`src/sv/first_seen_palette_indexer_assert.svh`:
```
// Assertion macros used by the palette indexer RTL.
`ifndef FIRST_SEEN_PALETTE_INDEXER_ASSERT_SVH
`define FIRST_SEEN_PALETTE_INDEXER_ASSERT_SVH

// Same-cycle implication, checked outside reset.
`define FPSI_ASSERT_NOW(lbl, clk, rstn, ante, cons) \
    lbl: assert property (@(posedge clk) disable iff (!rstn) (ante) |-> (cons)) \
        else $error("fpsi check failed");

// Next-cycle implication, checked outside reset.
`define FPSI_ASSERT_NXT(lbl, clk, rstn, ante, cons) \
    lbl: assert property (@(posedge clk) disable iff (!rstn) (ante) |=> (cons)) \
        else $error("fpsi check failed");

`endif

```
`src/sv/fpsi_pkg.sv`:
```
package fpsi_pkg;

    localparam int IDX_W    = 8;
    localparam int CNT_W    = 9;
    localparam int COLOR_W  = 24;
    localparam int TDATA_W  = 24;
    localparam int MDATA_W  = 24;
    localparam int MUSER_W  = 2;

    // word carried down the cell chain with one pixel
    typedef struct packed {
        logic               valid;
        logic               last;
        logic               found;
        logic               is_new;
        logic [IDX_W-1:0]   index;
        logic [CNT_W-1:0]   count;
        logic [COLOR_W-1:0] colour;
    } chain_word_t;

endpackage

```
`src/sv/fpsi_out.sv`:
```
module fpsi_out (
    input  logic                       aclk,
    input  logic                       aresetn,
    input  logic                       advance,
    input  fpsi_pkg::chain_word_t      word_in,
    output logic                       out_valid,
    output logic [fpsi_pkg::IDX_W-1:0] palette_index,
    output logic                       is_new,
    output logic                       overflow,
    output logic [fpsi_pkg::CNT_W-1:0] colour_count
);
    import fpsi_pkg::*;

    logic              valid_reg;
    logic              ovf_seen_reg;
    logic              ovf_seen_next;
    logic              ovf_now;
    logic [IDX_W-1:0]  index_reg;
    logic              is_new_reg;
    logic              ovf_reg;
    logic [CNT_W-1:0]  count_reg;

    always_comb begin
        ovf_now       = ovf_seen_reg | ~word_in.found;
        ovf_seen_next = ovf_seen_reg;
        if (word_in.valid) begin
            ovf_seen_next = word_in.last ? 1'b0 : ovf_now;
        end
    end

    always_ff @(posedge aclk) begin
        if (!aresetn) begin
            valid_reg    <= 1'b0;
            ovf_seen_reg <= 1'b0;
        end else if (advance) begin
            valid_reg    <= word_in.valid;
            ovf_seen_reg <= ovf_seen_next;
        end
    end

    always_ff @(posedge aclk) begin
        if (advance) begin
            index_reg  <= word_in.found ? word_in.index : '0;
            is_new_reg <= word_in.is_new;
            ovf_reg    <= ovf_now;
            count_reg  <= word_in.count;
        end
    end

    assign out_valid     = valid_reg;
    assign palette_index = index_reg;
    assign is_new        = is_new_reg;
    assign overflow      = ovf_reg;
    assign colour_count  = count_reg;

endmodule
```
`config.mk`:
```
export PLATFORM = sky130hd
export DESIGN_NAME = fpsi_out
export DESIGN_NICKNAME = d
export VERILOG_FILES = /design/src/sv/first_seen_palette_indexer_assert.svh /design/src/sv/fpsi_pkg.sv /design/src/sv/fpsi_out.sv
export SDC_FILE = /design/constraint.sdc
export NUM_CORES = 1
export LEC_CHECK = 0
export ABC_AREA = 1
export BUFFER_PORTS_ARGS = -buffer_cell sky130_fd_sc_hd__buf_2
export CORE_MARGIN = 3
export CORE_UTILIZATION = 35
export DETAILED_ROUTE_END_ITERATION = 8
export PLACE_DENSITY = 0.77
export RECOVER_POWER = 50
export SLEW_MARGIN = 40
export SYNTH_ARGS = -nofsm -noshare
export SYNTH_HDL_FRONTEND = slang
export SYNTH_SLANG_ARGS = --single-unit
```
`constraint.sdc`:
```
create_clock -name aclk -period 0.8 [get_ports aclk]
set_input_delay 0.12 -clock aclk [delete_from_list [all_inputs] [get_ports aclk]]
set_output_delay 0.12 -clock aclk [all_outputs]
set_load 0.02 [all_outputs]
```
# After elaboration in Yosys (flattened, before gate mapping)
# Index checks and enable logic that the tools add are counted.
# classes
n_bitwise	2
n_div	0
order_cmp	0
muxes	1
addsub	0
shifts	0
n_mul	0
reduce_logical	1
n_eq_ne	0
# ops
op	n
2-bit AND reduction	1
1-bit 2-to-1 mux	1
1-bit inverter	1
1-bit bitwise OR	1
# totals
wordCells	10
ram_bits	0
ff_bits	21
latchBits	0
rom_bits	0
mem_count	0
input_bits	48

# Longest topological paths before layout
# depth
depth_word	3
mapped_depth	4
mapped_depth_nobuf	4

# Worst setup path before layout
# OpenSTA, ideal clock, no wires.
# synth_path
path_kind	reg2reg
from	reg, netlist name out_valid
to	reg valid_reg, in the netlist out_valid
path_buffers	0
t_arrival_ps	605
setup_time_ps	76
stages_incl_launch_ff	3
slack_ps	119
period_less_slack_ps	681
cell_sequence	dfxtp_1 nand2_1 a21boi_0
# synth_lines
element	line_no	text
end signal: assignment	fpsi_out.sv:36	valid_reg <= word_in.valid;
end: declaration	fpsi_out.sv:14	logic valid_reg;

# Final worst setup path
# layout_path
from	reg count_reg[0], in the netlist colour_count[0]
to	out colour_count[0] in the netlist's numbering
# layout_lines
element	line_no	text
start: declaration	fpsi_out.sv:21	logic [CNT_W-1:0] count_reg;
start signal: assignment	fpsi_out.sv:46	count_reg <= word_in.count;
end: declaration	fpsi_out.sv:10	output logic [fpsi_pkg::CNT_W-1:0] colour_count
# No word-level cell between the ends.

==> flow_summary.toml <==
[route]
wl_per_cell_um = 13.2
drtIter0Drc = 18
viasPerCell = 4.25
drtPass1Iterations = 4
ant_nets = 0
post-route-drc-count = 0
vias = 570
drt_wl_total_um = 1770

[global_route]
grt_usage = 0.111
grt_pass1_vias = 515
grt_antenna_before_repair = 0
grt_max_degree = 15
grt-ovfl-total = 0
grt_pass1_wl_um = 2100

[synth]
ys_ff_latch = 21
ys_warn_count = 0
netlist_instances = 50
ys_types = 9
ys_seq_area_frac = 0.819
syn_avg_cell_area_um2 = 14.9
synth_area_um2 = 746
syn_nets = 98

[cells_and_area]
antennaDiodeCount = 0
seq_area_um2 = 612
final_cell_mix = "buf_2, edfxtp_1, buf_6"
final_common_cell = "buf_2"
n_fill_cell = 155
nets = 156
multiInputGateArea_um2 = 78.8
largest_reg_flops = 9
drive_above_1_share = 0.467
areaGrowthSynthToFinish_pct = 61.1

[placement]
place.gp.congestion = 0.630
dp_worst_setup_slack_ps = 3.96
port_buffers = 43
hpwlAfterDp_um = 1140

[critical_path]
cp_max_fo = 1
crit_family = "flip-flops"
critPathLaunch = "colour_count[0]$_DFFE_PP_"
arrival_ps = 870
end_kind = "output port"
critPathBufInv = 1
worstSetupStartpointType = "register"
critPathKind = "register to output port"
cp_data_required_time_ps = 680
r2r-start = "ovf_seen_reg$_SDFFE_PN0P_"
cp_slowest_cell = "edfxtp_1"
max_stage_delay_ps = 430
cp_cell_sequence = "buf_6"

[sta]
max_slew_margin = 0.685
setup_viol = 20
tns_ps = -2870
rsz0062_at_grt = "yes"
max_slew.worst_pin.slew_ps = 473
finalClockSkew_ps = 0.111
hold_viol = 0
final.min_clock_period_ps = 994
fin_ws_ps = -194
finalMaxSlewViolations = 0
finalCritPeriodShare = 1.24
holdWs_ps = 9.61
clock.fmax_mhz = 1010

[clocking]
clk_pin_slew_ps = 110
cts.sinks = 21
cts_buffers = 3
htreeDepth = 1
clock_latency_ps = 290
cts_tree = "done"
clockBufferDepth = 2
cts_root_buf = "clkbuf_4"

[floorplanning]
die_h_um = 52.2
num_rows = 16
fp.dieW_um = 52.2
die-area_um2 = 2720
initial_core_util = 0.376
io_pins = 68
core_area_um2 = 1980

[worst_hold_path]
hold_start = "word_in[30]"
min_path_type = "input port to register"

[run_status]
violations = "negative setup slack"
status = "finished with violations"

[run]
max_cap_viol_count = 0

[power_and_ir_drop]
p_leak_nw = 0.580
vdd.ir_drop.worst_mv = 0.783
power.density_nw_per_um2 = 1830
## through the flow
stage                     utilization  power [mW]  area, um^2  std cells
final                           0.606        2.20        1200        134
after global placement          0.506        1.63        1000        120
after detailed placement        0.506        1.65        1000        120
after CTS                       0.547        2.13        1080        129
after global routing            0.606        2.29        1200        134
after floorplan                     -        1.49         746         50
## cell type report
type / count / area share
Timing Repair Buffer: 54 / 0.338
Tap cell: 27 / 0.0281
Inverter: 12 / 0.0375
Sequential cell: 21 / 0.509
Clock buffer: 4 / 0.0219
Multi-Input combinational cell: 16 / 0.0656
## routing by layer
layer  track usage  vias to the layer above  share of wire
met2         0.201                       35           0.51
met5             0                        -              0
met4        0.0638                        0         0.0051
met1         0.113                      259           0.37
li1              -                      274              -
met3        0.0315                        2           0.11
## cells by family after synthesis
kind of cell           share of synthesized area
AO/OA/AOI/OAI                             0.0218
buffers and inverters                     0.0755
flip-flops                                 0.819
AND/OR/NAND/NOR                           0.0839
## final timing paths
| path | to | slack, ps | cells past startpoint |
|---|---|---|---|
| worst max register to register | overflow$_DFFE_PP_ | 80 | 2 |
| worst min register to register | overflow$_DFFE_PP_ | 560 | 2 |
| worst min-delay path | colour_count[6]$_DFFE_PP_ | 10 | 1 |
| worst max-delay path | colour_count[0] | -190 | 1 |
## synthesized netlist by cell type
master | instances | area, um^2
dfxtp_1 | 2 | 40.0
inv_1 | 12 | 45.0
buf_6 | 1 | 11.3
a21boi_0 | 1 | 7.51
a21oi_2 | 1 | 8.76
nand2_4 | 1 | 11.3
nand2_1 | 12 | 45.0
edfxtp_1 | 19 | 571
nand2_2 | 1 | 6.26
## power by group
group / switching [mW] / total (mW) / internal (mW)
Clock: 0.279 / 0.472 / 0.193
Combinational: 0.205 / 0.407 / 0.201
Sequential: 0.0335 / 1.32 / 1.29
## timing repair
| action | in CTS | in global routing |
|---|---|---|
| buffers inserted | 1 | 0 |
| hold buffers | 4 | 5 |
| resized for setup | 3 | 26 |
| hold endpoints to repair | 4 | 5 |
| setup endpoints to repair | 20 | 20 |
(Power assumes the default switching activity.)
