**config.mk**
```make
export PLATFORM = sky130hd
export DESIGN_NAME = fpsi_cell
export DESIGN_NICKNAME = d
export VERILOG_FILES = /design/src/sv/first_seen_palette_indexer_assert.svh /design/src/sv/fpsi_pkg.sv /design/src/sv/fpsi_cell.sv
export SDC_FILE = /design/constraint.sdc
export NUM_CORES = 1
export LEC_CHECK = 0
export ABC_AREA = 1
export BUFFER_PORTS_ARGS = -buffer_cell sky130_fd_sc_hd__buf_4
export CORE_MARGIN = 8
export CORE_UTILIZATION = 40
export DETAILED_ROUTE_END_ITERATION = 6
export GPL_ROUTABILITY_DRIVEN = 1
export PLACE_DENSITY = 0.78
export SYNTH_ARGS = -nofsm -noshare
export SYNTH_HDL_FRONTEND = slang
export SYNTH_SLANG_ARGS = --single-unit
```
**constraint.sdc**
```tcl
create_clock -name aclk -period 2.6 [get_ports aclk]
set_input_delay 0.26 -clock aclk [delete_from_list [all_inputs] [get_ports aclk]]
set_output_delay 0.26 -clock aclk [all_outputs]
set_load 0.03 [all_outputs]
```
**src/sv/first_seen_palette_indexer_assert.svh**
```systemverilog
// Assertion macros used by the palette indexer RTL.
`ifndef FIRST_SEEN_PALETTE_INDEXER_ASSERT_SVH
`define FIRST_SEEN_PALETTE_INDEXER_ASSERT_SVH

// Same-cycle implication, checked outside reset.
`define FPSI_ASSERT_NOW(lbl, clk, rstn, ante, cons) \
    lbl: assert property (@(posedge clk) disable iff (!rstn) (ante) |-> (cons)) \
        else $error("fpsi check failed");

// Next-cycle implication, checked outside reset.
`define FPSI_ASSERT_NXT(lbl, clk, rstn, ante, cons) \
    lbl: assert property (@(posedge clk) disable iff (!rstn) (ante) |=> (cons)) \
        else $error("fpsi check failed");

`endif

```
**src/sv/fpsi_pkg.sv**
```systemverilog
package fpsi_pkg;

    localparam int IDX_W    = 8;
    localparam int CNT_W    = 9;
    localparam int COLOR_W  = 24;
    localparam int TDATA_W  = 24;
    localparam int MDATA_W  = 24;
    localparam int MUSER_W  = 2;

    // word carried down the cell chain with one pixel
    typedef struct packed {
        logic               valid;
        logic               last;
        logic               found;
        logic               is_new;
        logic [IDX_W-1:0]   index;
        logic [CNT_W-1:0]   count;
        logic [COLOR_W-1:0] colour;
    } chain_word_t;

endpackage

```
**src/sv/fpsi_cell.sv**
```systemverilog
module fpsi_cell (
    input  logic                       aclk,
    input  logic                       aresetn,
    input  logic                       advance,
    input  logic [fpsi_pkg::IDX_W-1:0] cell_index,
    input  fpsi_pkg::chain_word_t      word_in,
    output fpsi_pkg::chain_word_t      word_out
);
    import fpsi_pkg::*;

    logic                entry_valid_reg;
    logic                entry_valid_next;
    logic [COLOR_W-1:0]  colour_reg;
    chain_word_t         word_reg;
    chain_word_t         word_next;
    logic                hit;
    logic                claim;

    always_comb begin
        hit   = word_in.valid && entry_valid_reg && !word_in.found &&
                (colour_reg == word_in.colour);
        claim = word_in.valid && !entry_valid_reg && !word_in.found;

        word_next        = word_in;
        word_next.found  = word_in.found | hit | claim;
        word_next.is_new = word_in.is_new | claim;
        if (hit || claim) begin
            word_next.index = cell_index;
        end
        word_next.count = word_in.count + CNT_W'(entry_valid_reg | claim);

        entry_valid_next = entry_valid_reg;
        if (word_in.valid) begin
            if (word_in.last) begin
                entry_valid_next = 1'b0;
            end else if (claim) begin
                entry_valid_next = 1'b1;
            end
        end
    end

    always_ff @(posedge aclk) begin
        if (!aresetn) begin
            entry_valid_reg <= 1'b0;
            word_reg        <= '0;
        end else if (advance) begin
            entry_valid_reg <= entry_valid_next;
            word_reg        <= word_next;
        end
    end

    always_ff @(posedge aclk) begin
        if (advance && claim) begin
            colour_reg <= word_in.colour;
        end
    end

    assign word_out = word_reg;

endmodule

```
# Yosys cells after proc, flatten, opt, wreduce, memory -nomap -nowiden
# Cells that the tools add are included.
# classes
n_addsub,1
n_lt_le_gt_ge,0
muxes,3
eq_ne,1
bitwise,4
n_div,0
mul,0
n_reduce_logical,11
n_shift,0
# ops
cell,count
24-bit == test,1
9-bit by 1-bit adder with 9-bit output,1
8-bit 2-to-1 mux,1
1-bit logical AND,6
1-bit bitwise OR,4
3-bit AND reduction,1
1-bit logical NOT,2
1-bit 2-to-1 mux,2
2-bit nonzero test,1
1-bit logical OR,1
# word_totals
wordCells,29
latchBits,0
register_bits,70
mem_bits_rw,0
output_inout_bits,45
mem_count,0
input_bits,56
mem_bits_ro,0

# Longest topological paths before layout
# Gate-level depths: netlist of the first run.
# depth
word_depth,5
mapped_depth,11
ltp_nobuf,11

# Least setup slack after synthesis of the first run
# Ideal clock, no wire load.
# synth_path
kind,input to register
startpoint,input port advance
endpoint,"register colour_reg[0], enable pin"
cell_stages,4
path_slack_ps,502
setup_ps,405
arrival_time_ps,1694
cell_sequence,buf_4 buf_2 nand3_1 nor2_1
# synth_between
elab_chain_cells,1
# synth_lines
element,line,source
start: declaration,fpsi_cell.sv:4,"input logic advance,"
1-bit logical AND,fpsi_cell.sv:53,if (advance && claim) begin
end signal: assignment,fpsi_cell.sv:54,colour_reg <= word_in.colour;
end: declaration,fpsi_cell.sv:13,logic [COLOR_W-1:0] colour_reg;
# No other way between the ends.
# A chain may end at the register's enable or synchronous reset.

# Worst setup path after layout of the first run
# layout_path
startpoint,register entry_valid_reg
endpoint,"register word_reg, in the netlist word_out[32]"
# layout_between
elab_chain_cells,5
# layout_lines
element,line,source
start: declaration,fpsi_cell.sv:11,logic entry_valid_reg;
start signal: assignment,fpsi_cell.sv:47,entry_valid_reg <= entry_valid_next;
1-bit logical NOT,fpsi_cell.sv:22,claim = word_in.valid && !entry_valid_reg && !word_in.found;
1-bit logical AND (2 in series),fpsi_cell.sv:22,
1-bit bitwise OR (*),fpsi_cell.sv:30,word_next.count = word_in.count + CNT_W'(entry_valid_reg | claim);
9-bit by 1-bit adder with 9-bit output (*),fpsi_cell.sv:30,
end signal: assignment,fpsi_cell.sv:48,word_reg <= word_next;
end: declaration,fpsi_cell.sv:14,chain_word_t word_reg;
# Every way passes the cells marked *; elsewhere a longest branch is shown, timed or not.

==> results summary, run 1 <==
The number of clock sinks is 70. Setup repair after global routing left no endpoint under its margin. Before CTS, the worst setup slack after placement is 699.0 ps. The total number of cells along the worst setup path is 10. The shortest period the worst path allows is 1804 ps. In the final design database the tool counted 535 nets. TritonCTS built the clock tree. Broken down by cell family, the worst path's largest delay share belongs to simple AND/OR/NAND/NOR gates. The first global-routing pass estimated 12740 um of wire. By startpoint and endpoint, the worst setup path is classified as register to register. In this run the register-to-register setup slack is 800 ps. The vias per cell came out at 4.563. The peak ir drop on the vdd network is 309.1 uV.

In this run the core area contains 32 standard-cell rows. The total of warnings raised by yosys is 0. For this configuration, the core starts out at a cell density of 0.4061. The diode insertion count for antenna repair is 0. The setup-violating endpoint count in the final report came out at 0.

The quantity of gates resized following cts came out at 0. The share of final-layout standard cells stronger than drive strength 1 came out at 0.2656. The clock latency at the later pin of the worst-skew pair came out at 340 ps. The run finished with clean final reports. The endpoint type of the worst setup path is a register. The number of nets produced by synthesis is 434. The number of clock buffers added by TritonCTS is 9. The cell count after synthesis came out at 376. The worst slew margin relative to its limit is 0.4932. The overall die width is 103.7 um. The routed layout has 2665 vias. The share of synthesized area occupied by flip-flops and latches is 0.5342. The number of buffers between clock root and the deepest sink is 2. Leaving out fill and tap cells, the most frequent cell in the layout is sky130_fd_sc_hd__buf_4. The total negative slack for setup checks came out at 0 ps. In this design, the stage delay of the slowest critical-path cell is 340 ps.

Walking the worst path, the cells encountered are inv_1 -> nand2_1 -> ha_1 -> ha_1 -> nand3_1 -> nor3_1 -> nand3_1 -> xnor2_1 -> o21ai_0 -> inv_1. The final hold violation count came out at 0. The number of levels in the clock H-tree came out at 3. The vertical die dimension is 103.7 um. The count of buffers added by post-CTS timing repair for setup is 0.

The post-detailed-route wirelength per cell came out at 13.10 um. The number of max-cap violations came out at 0. The count of buffers added on input and output ports is 100. The power per unit of standard cell area is 608.9 nW/um^2.

The overall power is 2.490 mW. The combined buffer and inverter count along the critical path is 2. The hold path depth is 1. The worst clock skew is 11.24 ps. The layout-stage area growth over the synthesis result came out at 33.06%. Data on the critical path arrives at its endpoint at 2040 ps.

The iteration count of the initial detailed-routing pass came out at 4. The worst min-delay path class is primary input to register. The post-detailed-route count of antenna-violating nets is 0. The clock-pin transition on the worst setup and hold timing paths came out at 80 ps.

Derived from the worst setup path, the maximum achievable clock frequency is 554.2 MHz. The final-report max-slew violation count is 0. Entering global routing, the biggest net connects 32 pins. The register with the most flip-flops in the layout has 45 of them. CTS placed an instance of sky130_fd_sc_hd__clkbuf_8 at the clock tree root. The area of the core region came out at 7567 sq um.

The detailed router finished its first iteration with 87 violations. For this design, the slowest cell found on the critical path is sky130_fd_sc_hd__dfxtp_1. 101 I/O pins were placed. The final HPWL from detailed placement is 5735 um.

The area of placed instances is 3900 sq um. The post-synthesis average cell area came out at 8.173 sq um. The area taken by flip-flops and latches came out at 1642 sq um.

The biggest fanout along the worst timing path is 4. The worst register-to-register path has a depth of 10. The final clock period utilization by the worst path is 0.6940. The post-synth design cell area came out at 3073 sq um.

The global placer's final weighted congestion came out at 0.7674. The area used by multi-input combinational logic came out at 1129 sq um. The synthesized netlist contains 26 unique library cells. The overall global routing resource usage is 0.1429.

The total of hold buffers inserted after clock tree synthesis came out at 0. The worst setup slack after layout is 795.6 ps. The initial antenna violation count is 0.

After detailed routing, the number of remaining DRC violations is 0. For this block, the routed nets add up to 7648 um of wire. The via count of the first global-routing pass is 2671. Summed over all cells, the static leakage comes to 2.011 nW.

The final core utilization came out at 0.5403. The worst setup path is launched from a register. For the pin with the worst max-slew slack, the measured transition is 759.4 ps.

The summed area of non-filler cells in the final layout came out at 4089 sq um. The die covers 10740 sq um. The worst path required time came out at 2830 ps. Global routing finished with a remaining overflow of 0. In the layout the commonest cells are sky130_fd_sc_hd__buf_4 (105), sky130_fd_sc_hd__nand2_1 (63), sky130_fd_sc_hd__nor2_1 (60), sky130_fd_sc_hd__inv_1 (53), sky130_fd_sc_hd__dfxtp_1 (46). The filler cell count is 702. In this run, synthesis produced a sequential element count of 70.
-- worst register-to-register path, stage by stage, from the launching register on --
cell and delay [ps]:
sky130_fd_sc_hd__dfxtp_1 340, sky130_fd_sc_hd__inv_1 80, sky130_fd_sc_hd__nand2_1 70, sky130_fd_sc_hd__ha_1 170, sky130_fd_sc_hd__ha_1 180, sky130_fd_sc_hd__nand3_1 110, sky130_fd_sc_hd__nor3_1 260, sky130_fd_sc_hd__nand3_1 130
sky130_fd_sc_hd__xnor2_1 140, sky130_fd_sc_hd__o21ai_0 140, sky130_fd_sc_hd__inv_1 60
-- cells by family after synthesis --
| kind of cell | Yosys count | share of synthesized area |
|---|---|---|
| compound gates | 60 | 0.09976 |
| xor+xnor | 17 | 0.04846 |
| fa+ha+maj | 2 | 0.008142 |
| buf+inv | 72 | 0.09935 |
| flops | 70 | 0.5342 |
| simple gates | 155 | 0.2101 |
-- power breakdown --
| group | switching [mW] | total [mW] | internal (mW) | leakage (nW) |
|---|---|---|---|---|
| registers | 0.0303 | 1.22 | 1.19 | 0.602 |
| logic | 0.254 | 0.428 | 0.175 | 1.31 |
| clock network | 0.402 | 0.838 | 0.436 | 0.0964 |
-- cell type report --
class | count | share of cell area
clock inverter | 7 | 0.01591
sequential | 70 | 0.4015
clock buffer | 9 | 0.03029
timing repair buffer | 105 | 0.1928
multi-input combinational | 234 | 0.2760
inverter | 57 | 0.05233
tap | 102 | 0.03121
-- metrics by stage --
| step | std cells | hold WS [ps] |
|---|---|---|
| after floorplan | 376 | 358.9 |
| after global placement | 568 | 455.6 |
| after detailed placement | 568 | 459.0 |
| after CTS | 584 | 92.67 |
| after global routing | 584 | 87.79 |
| final | 584 | 114.3 |
-- per-layer routing --
metal | routed length, um | vias to the layer above | part of all wire | GRT usage
li1 | - | 1386 | - | -
met1 | 3311 | 1197 | 0.43 | 0.1562
met2 | 3652 | 71 | 0.48 | 0.2420
met3 | 570 | 11 | 0.075 | 0.05576
met4 | 114 | 0 | 0.015 | 0.05895
met5 | 0 | - | 0 | 0
-- worst paths after layout --
path	start	end
worst min-delay path	word_in[8]	colour_reg[8]
worst max register to register	entry_valid_reg	word_out[32]
worst max-delay path	entry_valid_reg	word_out[32]
worst min register to register	word_out[39]	word_out[39]
-- cells in the mapped netlist, drive strengths merged --
cell type  number  area share
a21oi          23       0.037
a221oi          1      0.0029
buf             7       0.017
clkbuf          8       0.013
clkinv          2      0.0024
dfxtp          46        0.30
edfxtp         24        0.23
ha              2      0.0081
inv            55       0.067
nand2          64       0.081
nand3          24       0.043
nand4           2      0.0041
nor2           64       0.081
nor3            1      0.0016
o211ai          1      0.0024
o21ai          35       0.057
xnor2           3      0.0086
xor2           14       0.040
Note: power is estimated with default switching activity, not from simulation.
==> run 2, diff against run 1 <==
==> constraint.sdc (replaced) <==
create_clock -name aclk -period 1.8 [get_ports aclk]
set_input_delay 0.18 -clock aclk [delete_from_list [all_inputs] [get_ports aclk]]
set_output_delay 0.18 -clock aclk [all_outputs]
set_load 0.03 [all_outputs]
==> results summary, run 2 (synthesis results as in run 1) <==
Leaving out fill and tap cells, the most frequent cell in the layout is sky130_fd_sc_hd__buf_4. The clock-pin transition on the worst setup and hold timing paths came out at 80 ps. The via count of the first global-routing pass came out at 2821. The register with the most flip-flops in the layout has 45 of them. The violation count after the first detailed-routing iteration is 105. Clock latency on the worst-skew pair, taken at its later pin, is 340 ps. The number of buffers created by CTS came out at 9.

The final hold slack came out at 30.35 ps. The biggest fanout along the worst timing path came out at 4. The run finished with clean final reports.

The final hold violation count is 0. The met1 track utilization from global routing is 0.1704. The total overflow reported by the global router came out at 0. Max-cap violations in this run came to 0.

The initial standard-cell utilization of the core came out at 0.4061. The busiest layer in global routing is met2. The number of levels in the clock H-tree is 3. The met3 capacity usage during global routing came out at 0.05266. CTS placed an instance of sky130_fd_sc_hd__clkbuf_8 at the clock tree root. Dividing the detail-routed wire length by the instance count gives 13.56 um. The global placer's final weighted congestion came out at 0.7459. The filler cell count is 719. The quantity of I/O buffers inserted on ports came out at 100.

Entering global routing, the biggest net connects 32 pins. Registers take 1643 sq um. The total negative slack for setup checks came out at 0 ps. The worst path required time came out at 2040 ps.

The diode insertion count for antenna repair is 0. Setup slack on the critical path of the routed design comes to 144.8 ps. Once layout is complete, the utilization of the core stands at 0.5473. The area of the core region came out at 7567 sq um. Setup repair after global routing left no endpoint under its margin.

In the layout the commonest cells are sky130_fd_sc_hd__buf_4 (106), sky130_fd_sc_hd__nand2_1 (63), sky130_fd_sc_hd__nor2_1 (60), sky130_fd_sc_hd__inv_1 (53), sky130_fd_sc_hd__dfxtp_1 (45). The setup-violating endpoint count in the final report came out at 0. The peak ir drop on the vdd network came out at 472.4 uV. The analysis attributes to cell leakage a power of 2.013 nW. In this run the power density over the cells is 894.1 nW/um^2.

The critical path class is register to register. For this run, the top clock speed supported by timing is 604.2 MHz. The overall global routing resource usage is 0.1464. Detailed routing inserted a total of 2730 vias.

In the final layout, the multi-input gates occupy 1154 sq um. For the finished layout, the period the worst path requires is 1655 ps. The share of final-layout standard cells stronger than drive strength 1 is 0.2795.

In this run the worst hold path is classified as primary input to register. At the worst endpoint, the arrival time is 1890 ps. Detailed placement finished with a half-perimeter wire length of 5917 um. In this run the core area contains 32 standard-cell rows. The count of buffers added by post-CTS timing repair for setup came out at 0. The worst clock skew came out at 11.37 ps. The floorplan die area is 10740 sq um. The final clock period utilization by the worst path is 0.9195. Before CTS, the worst setup slack after placement is 5.714 ps. The launching element type of the critical path is a register. Headroom to the max-slew limit came out at 0.6556. The vias per cell came out at 4.667. The number of clock sinks is 70. The met2 global-route usage came out at 0.2392.

The iteration count of the initial detailed-routing pass came out at 4. The global-route wire length before repair is 13220 um. The initial antenna violation count came to 0. The final-report max-slew violation count is 0. STA classifies the critical path endpoint as a register. The number of buffers between clock root and the deepest sink came out at 2.

TritonCTS built the clock tree. For the pin with the worst max-slew slack, the measured transition is 516.0 ps. At the end of the flow, the number of nets in the layout was 536. The layout-stage area growth over the synthesis result came out at 34.77%. The remaining design rule violation count is 0. The count of boundary I/O pins came out at 101.

The floorplan step set the die height to 103.7 um. After detailed routing, the total wire length is 7931 um. The overall die width is 103.7 um. Once detail routing completed, the nets flagged for antenna violations numbered 0.
## run 2: cell types whose count changed in the layout (fill, tap and decap cells not counted), sizes merged
cell,before,now
inv,55,56
clkbuf,9,10
buf,105,106
clkinv,7,3
clkinvlp,1,3
## run 2: stage by stage
stage                     instances  power [mW]  cell area (sq um)
after floorplan                 376       2.150               3075
after global placement          569       2.412               3908
after detailed placement        569       2.431               3908
after CTS                       585       3.733               4115
after global routing            585       3.875               4141
final                           585       3.703               4141
## run 2: worst paths after layout
path	start	endpoint	slack [ps]	cells after the start
setup reg to reg	entry_valid_reg	word_out[32]	140	10
setup / recovery	entry_valid_reg	word_out[32]	140	10
hold / removal	word_in[11]	colour_reg[11]	30	1
hold reg to reg	word_out[37]	word_out[37]	470	2
## run 2: area by class of cell
type	count	share of cell area
Sequential cell	70	0.3967
Timing Repair Buffer	106	0.1921
Multi-Input combinational cell	234	0.2786
Tap cell	102	0.03082
Inverter	57	0.05166
Clock inverter	6	0.01692
Clock buffer	10	0.03323
## run 2: what timing repair did
item | CTS | global route
resized for setup | 0 | 7
hold buffers | 0 | 0
hold endpoints to repair | 0 | 0
setup endpoints to repair | 0 | 2
## run 2: metal layers
layer	share of wire	up-vias
met4	0.014	0
met1	0.43	1258
li1	-	1386
met3	0.069	11
met5	0	-
met2	0.48	75
## run 2: critical path: stages (launching register included)
cell and delay (ps):
sky130_fd_sc_hd__dfxtp_2 340, sky130_fd_sc_hd__inv_1 70, sky130_fd_sc_hd__nand2_1 70, sky130_fd_sc_hd__ha_2 200, sky130_fd_sc_hd__ha_4 140, sky130_fd_sc_hd__nand3_2 100
sky130_fd_sc_hd__nor3_2 200, sky130_fd_sc_hd__nand3_1 130, sky130_fd_sc_hd__xnor2_1 150, sky130_fd_sc_hd__o21ai_1 120, sky130_fd_sc_hd__inv_1 50
## run 2: report_power, final
part	switching [mW]	total [mW]	internal [mW]
Clock	0.624	1.31	0.685
Combinational	0.372	0.627	0.255
Sequential	0.0439	1.77	1.72
Total	1.04	3.70	2.66
